`src/design/ifd_pkg.sv`:
```
`default_nettype none

package ifd_pkg;

  localparam int unsigned SampleW = 16;
  localparam int unsigned SqW     = 31;  // (-32768)^2 = 2^30
  localparam int unsigned MagW    = 32;  // three squares stay below 2^32
  localparam int unsigned CountW  = 10;
  localparam int unsigned CfgIdxW = 3;
  localparam int unsigned CfgW    = 32;

  localparam logic [CfgIdxW-1:0] CFG_FREEFALL    = 3'd0;
  localparam logic [CfgIdxW-1:0] CFG_IMPACT      = 3'd1;
  localparam logic [CfgIdxW-1:0] CFG_ROTATION    = 3'd2;
  localparam logic [CfgIdxW-1:0] CFG_MOTION_ACC  = 3'd3;
  localparam logic [CfgIdxW-1:0] CFG_MOTION_RATE = 3'd4;
  localparam logic [CfgIdxW-1:0] CFG_STILL       = 3'd5;

  localparam logic [MagW-1:0]   RST_FREEFALL    = 32'd2516582;
  localparam logic [MagW-1:0]   RST_IMPACT      = 32'd11744051;
  localparam logic [MagW-1:0]   RST_ROTATION    = 32'd10758400;
  localparam logic [MagW-1:0]   RST_MOTION_ACC  = 32'd6291456;
  localparam logic [MagW-1:0]   RST_MOTION_RATE = 32'd672400;
  localparam logic [CountW-1:0] RST_STILL       = 10'd100;

  typedef enum logic [2:0] {
    PH_NORMAL   = 3'd0,
    PH_FREEFALL = 3'd1,
    PH_IMPACT   = 3'd2,
    PH_ROTATION = 3'd3,
    PH_STILL    = 3'd4
  } phase_t;

  typedef struct packed {
    logic signed [SampleW-1:0] accel_x;
    logic signed [SampleW-1:0] accel_y;
    logic signed [SampleW-1:0] accel_z;
    logic signed [SampleW-1:0] rate_x;
    logic signed [SampleW-1:0] rate_y;
    logic signed [SampleW-1:0] rate_z;
  } sample_t;

  typedef struct packed {
    logic [SqW-1:0] ax2;
    logic [SqW-1:0] ay2;
    logic [SqW-1:0] az2;
    logic [SqW-1:0] gx2;
    logic [SqW-1:0] gy2;
    logic [SqW-1:0] gz2;
    logic           tilt;
  } sq_t;

  typedef struct packed {
    logic [MagW-1:0]   freefall_thr;
    logic [MagW-1:0]   impact_thr;
    logic [MagW-1:0]   rotation_thr;
    logic [MagW-1:0]   motion_acc_thr;
    logic [MagW-1:0]   motion_rate_thr;
    logic [CountW-1:0] still_samples;
  } cfg_t;

  typedef struct packed {
    logic en;    // stage register loads
    logic take;  // a request moves in, update state
  } adv_t;

endpackage

`default_nettype wire

```
`src/design/ifd_cfg_regs.sv`:
```
`default_nettype none

module ifd_cfg_regs (
  input  wire logic                         clk,
  input  wire logic                         rst_n,
  input  wire logic                         cfg_we,
  input  wire logic [ifd_pkg::CfgIdxW-1:0]  cfg_index,
  input  wire logic [ifd_pkg::CfgW-1:0]     cfg_wdata,
  output ifd_pkg::cfg_t                     cfg
);

  ifd_pkg::cfg_t cfg_r;

  always_ff @(posedge clk) begin
    if (!rst_n) begin
      cfg_r.freefall_thr    <= ifd_pkg::RST_FREEFALL;
      cfg_r.impact_thr      <= ifd_pkg::RST_IMPACT;
      cfg_r.rotation_thr    <= ifd_pkg::RST_ROTATION;
      cfg_r.motion_acc_thr  <= ifd_pkg::RST_MOTION_ACC;
      cfg_r.motion_rate_thr <= ifd_pkg::RST_MOTION_RATE;
      cfg_r.still_samples   <= ifd_pkg::RST_STILL;
    end else if (cfg_we) begin
      case (cfg_index)
        ifd_pkg::CFG_FREEFALL:    cfg_r.freefall_thr    <= cfg_wdata;
        ifd_pkg::CFG_IMPACT:      cfg_r.impact_thr      <= cfg_wdata;
        ifd_pkg::CFG_ROTATION:    cfg_r.rotation_thr    <= cfg_wdata;
        ifd_pkg::CFG_MOTION_ACC:  cfg_r.motion_acc_thr  <= cfg_wdata;
        ifd_pkg::CFG_MOTION_RATE: cfg_r.motion_rate_thr <= cfg_wdata;
        ifd_pkg::CFG_STILL:       cfg_r.still_samples   <= cfg_wdata[ifd_pkg::CountW-1:0];
        default: ;
      endcase
    end
  end

  assign cfg = cfg_r;

endmodule

`default_nettype wire

```
`src/design/ifd_square.sv`:
```
`default_nettype none

module ifd_square (
  input  wire logic  clk,
  input  wire logic  en,
  input  wire ifd_pkg::sample_t smp,
  output ifd_pkg::sq_t     sq
);

  ifd_pkg::sq_t sq_r;
  ifd_pkg::sq_t sq_nxt;

  logic signed [2*ifd_pkg::SampleW-1:0] p_ax, p_ay, p_az, p_gx, p_gy, p_gz;
  logic signed [ifd_pkg::SampleW:0]     ax_e, ay_e, az_e;
  logic        [ifd_pkg::SampleW:0]     ax_mag, ay_mag;

  always_comb begin
    p_ax = smp.accel_x * smp.accel_x;
    p_ay = smp.accel_y * smp.accel_y;
    p_az = smp.accel_z * smp.accel_z;
    p_gx = smp.rate_x * smp.rate_x;
    p_gy = smp.rate_y * smp.rate_y;
    p_gz = smp.rate_z * smp.rate_z;

    // tilt above 45 deg: |ax| > az or |ay| > az, compared on 18 signed bits
    ax_e   = {smp.accel_x[ifd_pkg::SampleW-1], smp.accel_x};
    ay_e   = {smp.accel_y[ifd_pkg::SampleW-1], smp.accel_y};
    az_e   = {smp.accel_z[ifd_pkg::SampleW-1], smp.accel_z};
    ax_mag = ax_e[ifd_pkg::SampleW] ? 17'(-ax_e) : 17'(ax_e);
    ay_mag = ay_e[ifd_pkg::SampleW] ? 17'(-ay_e) : 17'(ay_e);

    sq_nxt.ax2  = p_ax[ifd_pkg::SqW-1:0];
    sq_nxt.ay2  = p_ay[ifd_pkg::SqW-1:0];
    sq_nxt.az2  = p_az[ifd_pkg::SqW-1:0];
    sq_nxt.gx2  = p_gx[ifd_pkg::SqW-1:0];
    sq_nxt.gy2  = p_gy[ifd_pkg::SqW-1:0];
    sq_nxt.gz2  = p_gz[ifd_pkg::SqW-1:0];
    sq_nxt.tilt = ($signed({1'b0, ax_mag}) > $signed({az_e[ifd_pkg::SampleW], az_e})) ||
                  ($signed({1'b0, ay_mag}) > $signed({az_e[ifd_pkg::SampleW], az_e}));
  end

  always_ff @(posedge clk) begin
    if (en) begin
      sq_r <= sq_nxt;
    end
  end

  assign sq = sq_r;

endmodule

`default_nettype wire

```
`src/design/ifd_phase.sv`:
```
`default_nettype none

module ifd_phase (
  input  wire logic    clk,
  input  wire logic    rst_n,
  input  wire ifd_pkg::adv_t adv,
  input  wire ifd_pkg::sq_t  sq,
  input  wire ifd_pkg::cfg_t cfg,
  output ifd_pkg::phase_t phase,
  output logic          fall_flag
);

  ifd_pkg::phase_t phase_r, phase_nxt;
  logic [ifd_pkg::CountW-1:0] cnt_r, cnt_nxt, cnt_inc;
  logic                       fall_r, fall_nxt;
  logic [ifd_pkg::MagW-1:0]   acc, gyr;
  logic                       motion, done;

  always_comb begin
    acc = {1'b0, sq.ax2} + {1'b0, sq.ay2} + {1'b0, sq.az2};
    gyr = {1'b0, sq.gx2} + {1'b0, sq.gy2} + {1'b0, sq.gz2};
    cnt_inc = cnt_r + 1'b1;
    motion  = (acc > cfg.motion_acc_thr) || (gyr > cfg.motion_rate_thr);
    done    = cnt_inc >= cfg.still_samples;
  end

  // next phase
  always_comb begin
    phase_nxt = phase_r;
    case (phase_r)
      ifd_pkg::PH_FREEFALL: if (acc > cfg.impact_thr)   phase_nxt = ifd_pkg::PH_IMPACT;
      ifd_pkg::PH_IMPACT:   if (gyr > cfg.rotation_thr) phase_nxt = ifd_pkg::PH_ROTATION;
      ifd_pkg::PH_ROTATION: if (sq.tilt)                phase_nxt = ifd_pkg::PH_STILL;
      ifd_pkg::PH_STILL:    if (motion || done)         phase_nxt = ifd_pkg::PH_NORMAL;
      default: phase_nxt = (acc < cfg.freefall_thr) ? ifd_pkg::PH_FREEFALL
                                                    : ifd_pkg::PH_NORMAL;
    endcase
  end

  // count and flag
  always_comb begin
    cnt_nxt  = cnt_r;
    fall_nxt = 1'b0;
    case (phase_r)
      ifd_pkg::PH_ROTATION: if (sq.tilt) cnt_nxt = '0;
      ifd_pkg::PH_STILL: begin
        if (motion) begin
          cnt_nxt = '0;
        end else if (done) begin
          cnt_nxt  = '0;
          fall_nxt = 1'b1;
        end else begin
          cnt_nxt = cnt_inc;
        end
      end
      default: ;
    endcase
  end

  always_ff @(posedge clk) begin
    if (!rst_n) begin
      phase_r <= ifd_pkg::PH_NORMAL;
      cnt_r   <= '0;
    end else if (adv.take) begin
      phase_r <= phase_nxt;
      cnt_r   <= cnt_nxt;
    end
  end

  always_ff @(posedge clk) begin
    if (adv.en) begin
      fall_r <= fall_nxt;
    end
  end

  assign phase     = phase_r;
  assign fall_flag = fall_r;

endmodule

`default_nettype wire

```
`src/design/imu_fall_detector_unit.sv`:
```
// Pipeline: input, square and result registers; out_valid comes from the result stage.
// Throughput: one sample per cycle while out_stall is low; the phase and still count
// update in the result stage, behind one register of 16x16 squares.
// Reset (rst_n low, synchronous): pipeline emptied, phase normal, still count zero,
// thresholds back to their defaults.
`default_nettype none

module imu_fall_detector_unit (
  input  wire logic                         clk,
  input  wire logic                         rst_n,
  input  wire logic                         in_valid,
  output logic                              in_stall,
  input  wire logic signed [15:0]           in_accel_x,
  input  wire logic signed [15:0]           in_accel_y,
  input  wire logic signed [15:0]           in_accel_z,
  input  wire logic signed [15:0]           in_rate_x,
  input  wire logic signed [15:0]           in_rate_y,
  input  wire logic signed [15:0]           in_rate_z,
  output logic                              out_valid,
  input  wire logic                         out_stall,
  output logic                              out_fall_flag,
  output logic [2:0]                        out_phase_now,
  input  wire logic                         cfg_we,
  input  wire logic [ifd_pkg::CfgIdxW-1:0]  cfg_index,
  input  wire logic [ifd_pkg::CfgW-1:0]     cfg_wdata
);

  ifd_pkg::sample_t smp_r;
  ifd_pkg::sq_t     sq;
  ifd_pkg::cfg_t    cfg;
  ifd_pkg::adv_t    adv_out;
  ifd_pkg::phase_t  phase;
  logic v0_r, v1_r, v2_r;
  logic en0, en1, en2;

  // each stage moves when it is empty or its successor is moving
  assign en2 = !v2_r || !out_stall;
  assign en1 = !v1_r || en2;
  assign en0 = !v0_r || en1;
  assign in_stall = !en0;

  always_ff @(posedge clk) begin
    if (!rst_n) begin
      v0_r <= 1'b0;
      v1_r <= 1'b0;
      v2_r <= 1'b0;
    end else begin
      if (en0) v0_r <= in_valid;
      if (en1) v1_r <= v0_r;
      if (en2) v2_r <= v1_r;
    end
  end

  always_ff @(posedge clk) begin
    if (en0 && in_valid) begin
      smp_r.accel_x <= in_accel_x;
      smp_r.accel_y <= in_accel_y;
      smp_r.accel_z <= in_accel_z;
      smp_r.rate_x  <= in_rate_x;
      smp_r.rate_y  <= in_rate_y;
      smp_r.rate_z  <= in_rate_z;
    end
  end

  assign adv_out.en   = en2;
  assign adv_out.take = en2 && v1_r;

  ifd_cfg_regs u_cfg (
    .clk       (clk),
    .rst_n     (rst_n),
    .cfg_we    (cfg_we),
    .cfg_index (cfg_index),
    .cfg_wdata (cfg_wdata),
    .cfg       (cfg)
  );

  ifd_square u_square (
    .clk (clk),
    .en  (en1),
    .smp (smp_r),
    .sq  (sq)
  );

  ifd_phase u_phase (
    .clk       (clk),
    .rst_n     (rst_n),
    .adv       (adv_out),
    .sq        (sq),
    .cfg       (cfg),
    .phase     (phase),
    .fall_flag (out_fall_flag)
  );

  assign out_valid     = v2_r;
  assign out_phase_now = phase;

  // a flagged fall always lands back in normal
  a_fall_to_normal: assert property (@(posedge clk) disable iff (!rst_n)
    (out_valid && out_fall_flag) |-> (out_phase_now == ifd_pkg::PH_NORMAL))
    else $error("fall flagged outside normal phase");

  // a fall only follows a still phase
  a_fall_from_still: assert property (@(posedge clk) disable iff (!rst_n)
    adv_out.take |=> (!out_fall_flag || $past(phase) == ifd_pkg::PH_STILL))
    else $error("fall flagged without still phase");

  // phase only moves when a request reaches the result stage
  a_phase_hold: assert property (@(posedge clk) disable iff (!rst_n)
    !adv_out.take |=> $stable(phase))
    else $error("phase changed without a request");

  // stall back to the input only when every stage is full
  a_stall_full: assert property (@(posedge clk) disable iff (!rst_n)
    in_stall |-> (v0_r && v1_r && v2_r && out_stall))
    else $error("input stalled with an empty stage");

endmodule

`default_nettype wire

```
`config.mk`:
```
export PLATFORM = sky130hd
export DESIGN_NAME = imu_fall_detector_unit
export DESIGN_NICKNAME = d
export VERILOG_FILES = /design/src/design/ifd_pkg.sv /design/src/design/ifd_cfg_regs.sv /design/src/design/ifd_square.sv /design/src/design/ifd_phase.sv /design/src/design/imu_fall_detector_unit.sv
export SDC_FILE = /design/constraint.sdc
export NUM_CORES = 2
export LEC_CHECK = 0
export CAP_MARGIN = 20
export CORE_MARGIN = 2
export CORE_UTILIZATION = 40
export CTS_BUF_LIST = sky130_fd_sc_hd__clkbuf_4
export DETAILED_ROUTE_END_ITERATION = 10
export DONT_BUFFER_PORTS = 1
export GPL_ROUTABILITY_DRIVEN = 0
export SKIP_LAST_GASP = 1
export SYNTH_ARGS = -nofsm -noshare
export SYNTH_HDL_FRONTEND = slang
export SYNTH_SLANG_ARGS = --single-unit
```
`constraint.sdc`:
```
create_clock -name clk -period 11.7 [get_ports clk]
set_clock_uncertainty 0.05 [all_clocks]
set_input_delay 2.34 -clock clk [delete_from_list [all_inputs] [get_ports clk]]
set_output_delay 2.34 -clock clk [all_outputs]
set_load 0.01 [all_outputs]
```
# After elaboration in Yosys (flattened, before gate mapping)
# Index checks and enable logic that the tools add are counted.
# totals
output_inout_bits,6
in_bits,136
reg_bits,470
elab_cells,97
# classes
multipliers,6
eq_ne,13
order_cmp,8
bitwise_logic,1
reduce_logical,24
muxes,13
n_addsub,7
# ops
cell,n
16-bit by 16-bit multiplier with 31-bit output,6
32-bit > comparator,4
31-bit by 31-bit adder with 32-bit output,2
32-bit by 31-bit adder with 32-bit output,2
18-bit by 16-bit > comparator with 1-bit output,2
17-bit two-way mux,2
16-bit negation with 17-bit output,2
32-bit less-than comparator,1
10-bit two-way mux,3
10-bit case mux with 2 select lines,1
"3-bit by 2-bit equality test with 1-bit output, second input constant",4
3-bit two-way mux,4
3-bit case mux with 4 select lines,1
2-bit AND reduction,6
"10-bit by 1-bit adder with 10-bit output, second input constant",1
10-bit >= comparator,1
"3-bit equality test, second input constant",3
"3-bit by 1-bit equality test with 1-bit output, second input constant",2
1-bit logical OR,6
"2-bit by 1-bit != test with 1-bit output, second input constant",3
1-bit zero test,5
5-bit AND reduction,1
3-bit zero test,1
3-bit AND reduction,1
6 further kinds,8

# Depth between registers and ports, before layout
# depth
word_depth,7
depth_mapped,26
depth_no_buf,24

# Cells and area by module
# From an unflattened synthesis, not the netlist that was laid out.
# unflattened
hier_cells,8057
area_unflattened_um2,77274.1
# modules_own_cells
mod,cells_each,area_per_inst_um2,seq_area_each_um2,instances
ifd_square,6145,58617.5,5435.2,1
ifd_phase,1179,9187.6,290.3,1
ifd_cfg_regs,624,6463.7,3403.3,1
imu_fall_detector_unit,109,3005.4,2942.8,1

# Worst setup path before layout
# Ideal clock, no wire load.
# synth_path
path_kind,input-to-reg
start,input out_stall
end,register smp_r[0] (netlist bit) (enable)
stages,3
path_slack_ps,-412
n_path_buf,0
t_required_ps,11092
setup_ps,558
arrival_ps,11503
path_cell_list,nand3_1 -> nor2_1 -> nor2b_1
# synth_between
elab_chain_cells,5
# synth_lines
element,line,rtl
"start, declared",imu_fall_detector_unit.sv:20,"input wire logic out_stall,"
1-bit zero test,imu_fall_detector_unit.sv:37,assign en2 = !v2_r || !out_stall;
1-bit logical OR,imu_fall_detector_unit.sv:37,
1-bit logical OR,imu_fall_detector_unit.sv:38,assign en1 = !v1_r || en2;
1-bit logical OR,imu_fall_detector_unit.sv:39,assign en0 = !v0_r || en1;
1-bit logical AND,imu_fall_detector_unit.sv:55,if (en0 && in_valid) begin
"end, declared",imu_fall_detector_unit.sv:28,ifd_pkg::sample_t smp_r;
# No other way between the ends.
# A chain may end at the register's enable or synchronous reset.

# Worst setup path after layout
# layout_path
start,register smp_r[67] (netlist bit)
end,register u_square.sq_r (netlist bit u_square.sq[152]) (data pin)
# layout_between
elab_chain_cells,1
# layout_lines
element,line,rtl
16-bit by 16-bit multiplier with 31-bit output,ifd_square.sv:19,p_ay = smp.accel_y * smp.accel_y;
"via u_square.p_ay, one bit",ifd_square.sv:13,"logic signed [2*ifd_pkg::SampleW-1:0] p_ax, p_ay, p_az, p_gx, p_gy, p_gz;"
"end signal, assigned",ifd_square.sv:44,sq_r <= sq_nxt;
"end, declared",ifd_square.sv:10,ifd_pkg::sq_t sq_r;
# The timed path passes the listed nets, and every way through them passes these cells.

==> Flow_metrics.wiki <==
{| class="wikitable"
! Metric !! Value
|-
| Result of the run || finished clean
|-
| Placeable core area || 190,000 um2
|-
| Cell with the largest stage delay on the worst path || edfxtp_1
|-
| Top Family by Delay on Critical Path || adder cells
|-
| Maximum number of buffers from clock root to sink || 3
|-
| Number of filler instances in the final layout || ~19,000
|-
| Number of gates resized after cts || 0
|-
| Antenna violations before repair || 14
|-
| Max-cap violations || 0
|-
| TritonCTS clock tree || built
|-
| Wire length per cell || 17.8 um
|-
| Global-route wire length before repair || ~310,000 um
|-
| Chip height || 442 um
|-
| Number of iterations in the first detailed-routing pass || 5
|-
| Number of top-level design ports || 142
|-
| Port bufs || 0
|-
| Combined flip-flop and latch cell area || ~12,000 um2
|-
| Multi-input gate area || 55,700 um2
|-
| Number of DRC violations after detailed routing || 0
|-
| EDFF count, synth || 278
|-
| Worst Path Class, Setup || flop to flop
|-
| CP Launch Point || smp_r[67]$_DFFE_PP_
|-
| Detailed placement HPWL || about 160,000 um
|-
| Insertion delay of the later-clocked pin in the worst-skew pair || 1.13 ns
|-
| Number of antenna-violating nets in the routed design || 0
|-
| Number of clock buffers inserted by TritonCTS || 144
|-
| Pins Over Slew Limit || 0
|-
| Full die area || slightly below 200,000 um2
|-
| Hold WC Path Type || flop to flop
|-
| Data arrival time at the worst-slack endpoint || 8.36 ns
|-
| Deepest level of the CTS H-tree || 4
|-
| Initial standard-cell utilization of the core || 40.3%
|-
| Sum of overflow across all layers after global routing || 0
|-
| Cell count after synthesis || ~8,100
|-
| Fin crit share || about 65%
|-
| Number of setup buffers added after CTS || 0
|-
| Capturing point of the worst reg2reg path || u_square.sq[152]$_DFFE_PP_
|-
| Actual transition at the worst max-transition pin || 1.22 ns
|-
| Endpoint type of the worst setup path || flop
|-
| Kind of start point of the critical path || flop
|-
| Netlist cell types || 76
|-
| Overall global routing resource usage || 20.3%
|-
| Biggest cell delay along the critical path || 0.79 ns
|-
| Width of the chip || roughly 440 um
|-
| Routed via count divided by cell count || 4.95
|-
| Async set or reset register ratio after synthesis || 0%
|-
| Via count of the first global-routing pass || 58,500
|-
| Cts-stage hold buffer count || 0
|-
| Clock-pin slew on the worst setup and hold paths || approximately 0.060 ns
|-
| Slack of the worst reg-to-reg path || 4.15 ns
|-
| TritonCTS sink count || between 400 and 500
|-
| Cells along the critical path || clkinv_1, nor2_1, inv_1, fa_1, inv_1, fa_1, inv_1, fa_1, inv_1, fa_1, fa_1, inv_1, fa_1, inv_1, ha_1, nor2_1, a311oi_1, a41oi_1, o21ai_0, a41oi_1, nor2b_1, xnor2_1
|-
| Final routed wirelength across all metal layers || 190,000 um
|-
| Count of cell instances traversed by the critical path || 22
|-
| Synth warn || 0
|-
| Maximum number of pins on one net before global-route repair || 84
|-
| Top FF cell, synth || edfxtp_1
|-
| Fraction of final layout cells with drive strength greater than 1 || 3.51%
|-
| Setup repair after global routing missed its margin || false
|-
| Area Overhead vs Synth || 5.85%
|-
| Initial DRC Count || 2,799
|-
| Data required time at the worst endpoint || around 13 ns
|-
| Number of nets in the final layout || 10,400
|-
| Average cell area after synthesis || approximately 9.5 um2
|-
| Final critical path time including I/O delays and setup || 7.55 ns
|-
| Critical path buffer and inverter count || 7
|-
| Part of the Yosys area used for sequential elements || between 10% and 20%
|-
| Worst setup path end || u_square.sq[152]$_DFFE_PP_
|-
| Highest net fanout along the worst path || 14
|-
| Hold Violations, Final || 0
|-
| Total number of placement rows || 160
|-
| Max_slew headroom || between 15 and 20%
|-
| Cell count of the worst reg-to-reg path || 22
|-
| Cell area after technology mapping || 76,700 um2
|-
| Flip-flop and latch count after synthesis || 464
|-
| Total negative slack || 0 ns
|-
| Fmax achieved || between 100 and 150 MHz
|-
| Cell chosen for the clock root || clkbuf_4
|-
| Setup-violating endpoint count in the final report || 0
|-
| Worst reg2reg path startpoint || smp_r[67]$_DFFE_PP_
|-
| Routed via count || ~53,000
|}
cells in the final DEF, fill, tap and decap left out, types with 10 or more instances in the layout:
| master | netlist | routed |
|---|---|---|
| inv_1 | 2172 | 2172 |
| fa_1 | 1460 | 1460 |
| nand2_1 | 819 | 819 |
| ha_1 | 760 | 760 |
| a21oi_1 | 349 | 349 |
| nor2_1 | 333 | 330 |
| edfxtp_1 | 278 | 278 |
| and2_1 | 260 | 260 |
| xnor2_1 | 241 | 241 |
| clkbuf_4 | 0 | 193 |
| dfxtp_1 | 186 | 186 |
| o21ai_0 | 131 | 131 |
| a21o_1 | 122 | 122 |
| xor2_1 | 73 | 73 |
| nand3_1 | 71 | 69 |
| nor3_1 | 61 | 59 |
| o211ai_1 | 57 | 57 |
| nand2b_1 | 54 | 54 |
| o21a_1 | 50 | 50 |
| nor2b_1 | 47 | 46 |
| a211oi_1 | 43 | 43 |
| nand4_1 | 39 | 39 |
| clkinv_1 | 9 | 37 |
| o21bai_1 | 30 | 30 |
| buf_4 | 0 | 29 |
| or3_1 | 23 | 23 |
| and3_1 | 22 | 22 |
| o31ai_1 | 18 | 18 |
| a31oi_1 | 16 | 16 |
| and4_1 | 13 | 13 |
| nor4_1 | 13 | 13 |
| clkinv_2 | 0 | 11 |
| a211o_1 | 10 | 10 |
| a21boi_0 | 10 | 10 |
| or2_2 | 10 | 10 |
per-stage QoR:
step	hold slack (ns)	util (%)	setup slack, ns	instances	instance area [um2]
2_1_floorplan	0.382	-	0.862	8103	76700
3_3_place_gp	0.387	41.7	4.24	10400	79400
3_5_place_dp	0.399	41.7	4.14	10400	79400
4_1_cts	0.407	42.6	4.11	10700	81100
5_1_grt	0.426	42.6	3.58	10700	81200
6_report	0.406	42.6	4.15	10700	81200
metal layers:
layer / wire length [um] / vias to the layer above / global-route usage (%)
met5: 75 / - / 0
met4: 7570 / 12 / 7.51
met3: 7770 / 307 / 2.70
met2: 97200 / 1086 / 36.3
met1: 77800 / 26800 / 24.9
li1: - / 24800 / -
tightest hold or removal path: stages (launching register included):
cell and delay (ns):
dfxtp_1 0.30, nand2_1 0.05, a21oi_1 0.05
Yosys cell counts (61+ instances only):
master,n,share of area [%]
and2_1,260,2.1
a21oi_1,349,2.3
a21o_1,122,1.2
o21ai_0,131,0.86
ha_1,760,12
xor2_1,73,0.83
dfxtp_1,186,4.9
inv_1,2172,11
nand3_1,71,0.46
nor2_1,333,1.6
fa_1,1460,38
nor3_1,61,0.40
xnor2_1,241,2.8
nand2_1,819,4.0
clkbuf_1,186,0.91
edfxtp_1,278,11
worst min-delay path by stage:
stage | startpoint | endpoint | slack, ns | cells past startpoint
2_1_floorplan | v0_r$_SDFFE_PN0N_ | v1_r$_SDFFE_PN0P_ | 0.38 | 2
3_3_place_gp | v0_r$_SDFFE_PN0N_ | v1_r$_SDFFE_PN0P_ | 0.39 | 2
3_5_place_dp | u_cfg.cfg[149]$_SDFFE_PN0P_ | u_cfg.cfg[149]$_SDFFE_PN0P_ | 0.40 | 2
4_1_cts | u_cfg.cfg[149]$_SDFFE_PN0P_ | u_cfg.cfg[149]$_SDFFE_PN0P_ | 0.41 | 2
5_1_grt | u_cfg.cfg[68]$_SDFFE_PN0P_ | u_cfg.cfg[68]$_SDFFE_PN0P_ | 0.43 | 2
6_report | u_cfg.cfg[12]$_SDFFE_PN0P_ | u_cfg.cfg[12]$_SDFFE_PN0P_ | 0.41 | 2
kinds of logic after synthesis:
family	count (synthesis)	synth area share, %
fa+ha+maj	2220	50.5
mux	8	0.114
buf+inv	2377	11.6
xor+xnor	314	3.59
other cells	1	0.00489
flops	464	15.7
compound gates	922	7.62
simple gates	1792	10.8
state kept, by name, indices dropped and copies added, names as in the netlist:
register           count
v1_r                   1
smp_r                 96
u_cfg.cfg            170
u_phase.phase          3
u_phase.fall_flag      1
u_square.sq          181
v0_r                   1
u_phase.cnt_r         10
out_valid              1
area by class of cell:
cell class | count | area share, %
Clock inverter | 54 | 0.376
Sequential cell | 464 | 14.9
Multi-Input combinational cell | 5262 | 68.7
Inverter | 2183 | 10.1
Timing Repair Buffer | 30 | 0.284
Antenna cell | 9 | 0.0278
Tap cell | 2511 | 3.87
Clock buffer | 193 | 1.79
Power is left out: the tool's default activity adds up to more than one toggle a clock period on the data nets, which glitch-free logic cannot reach.
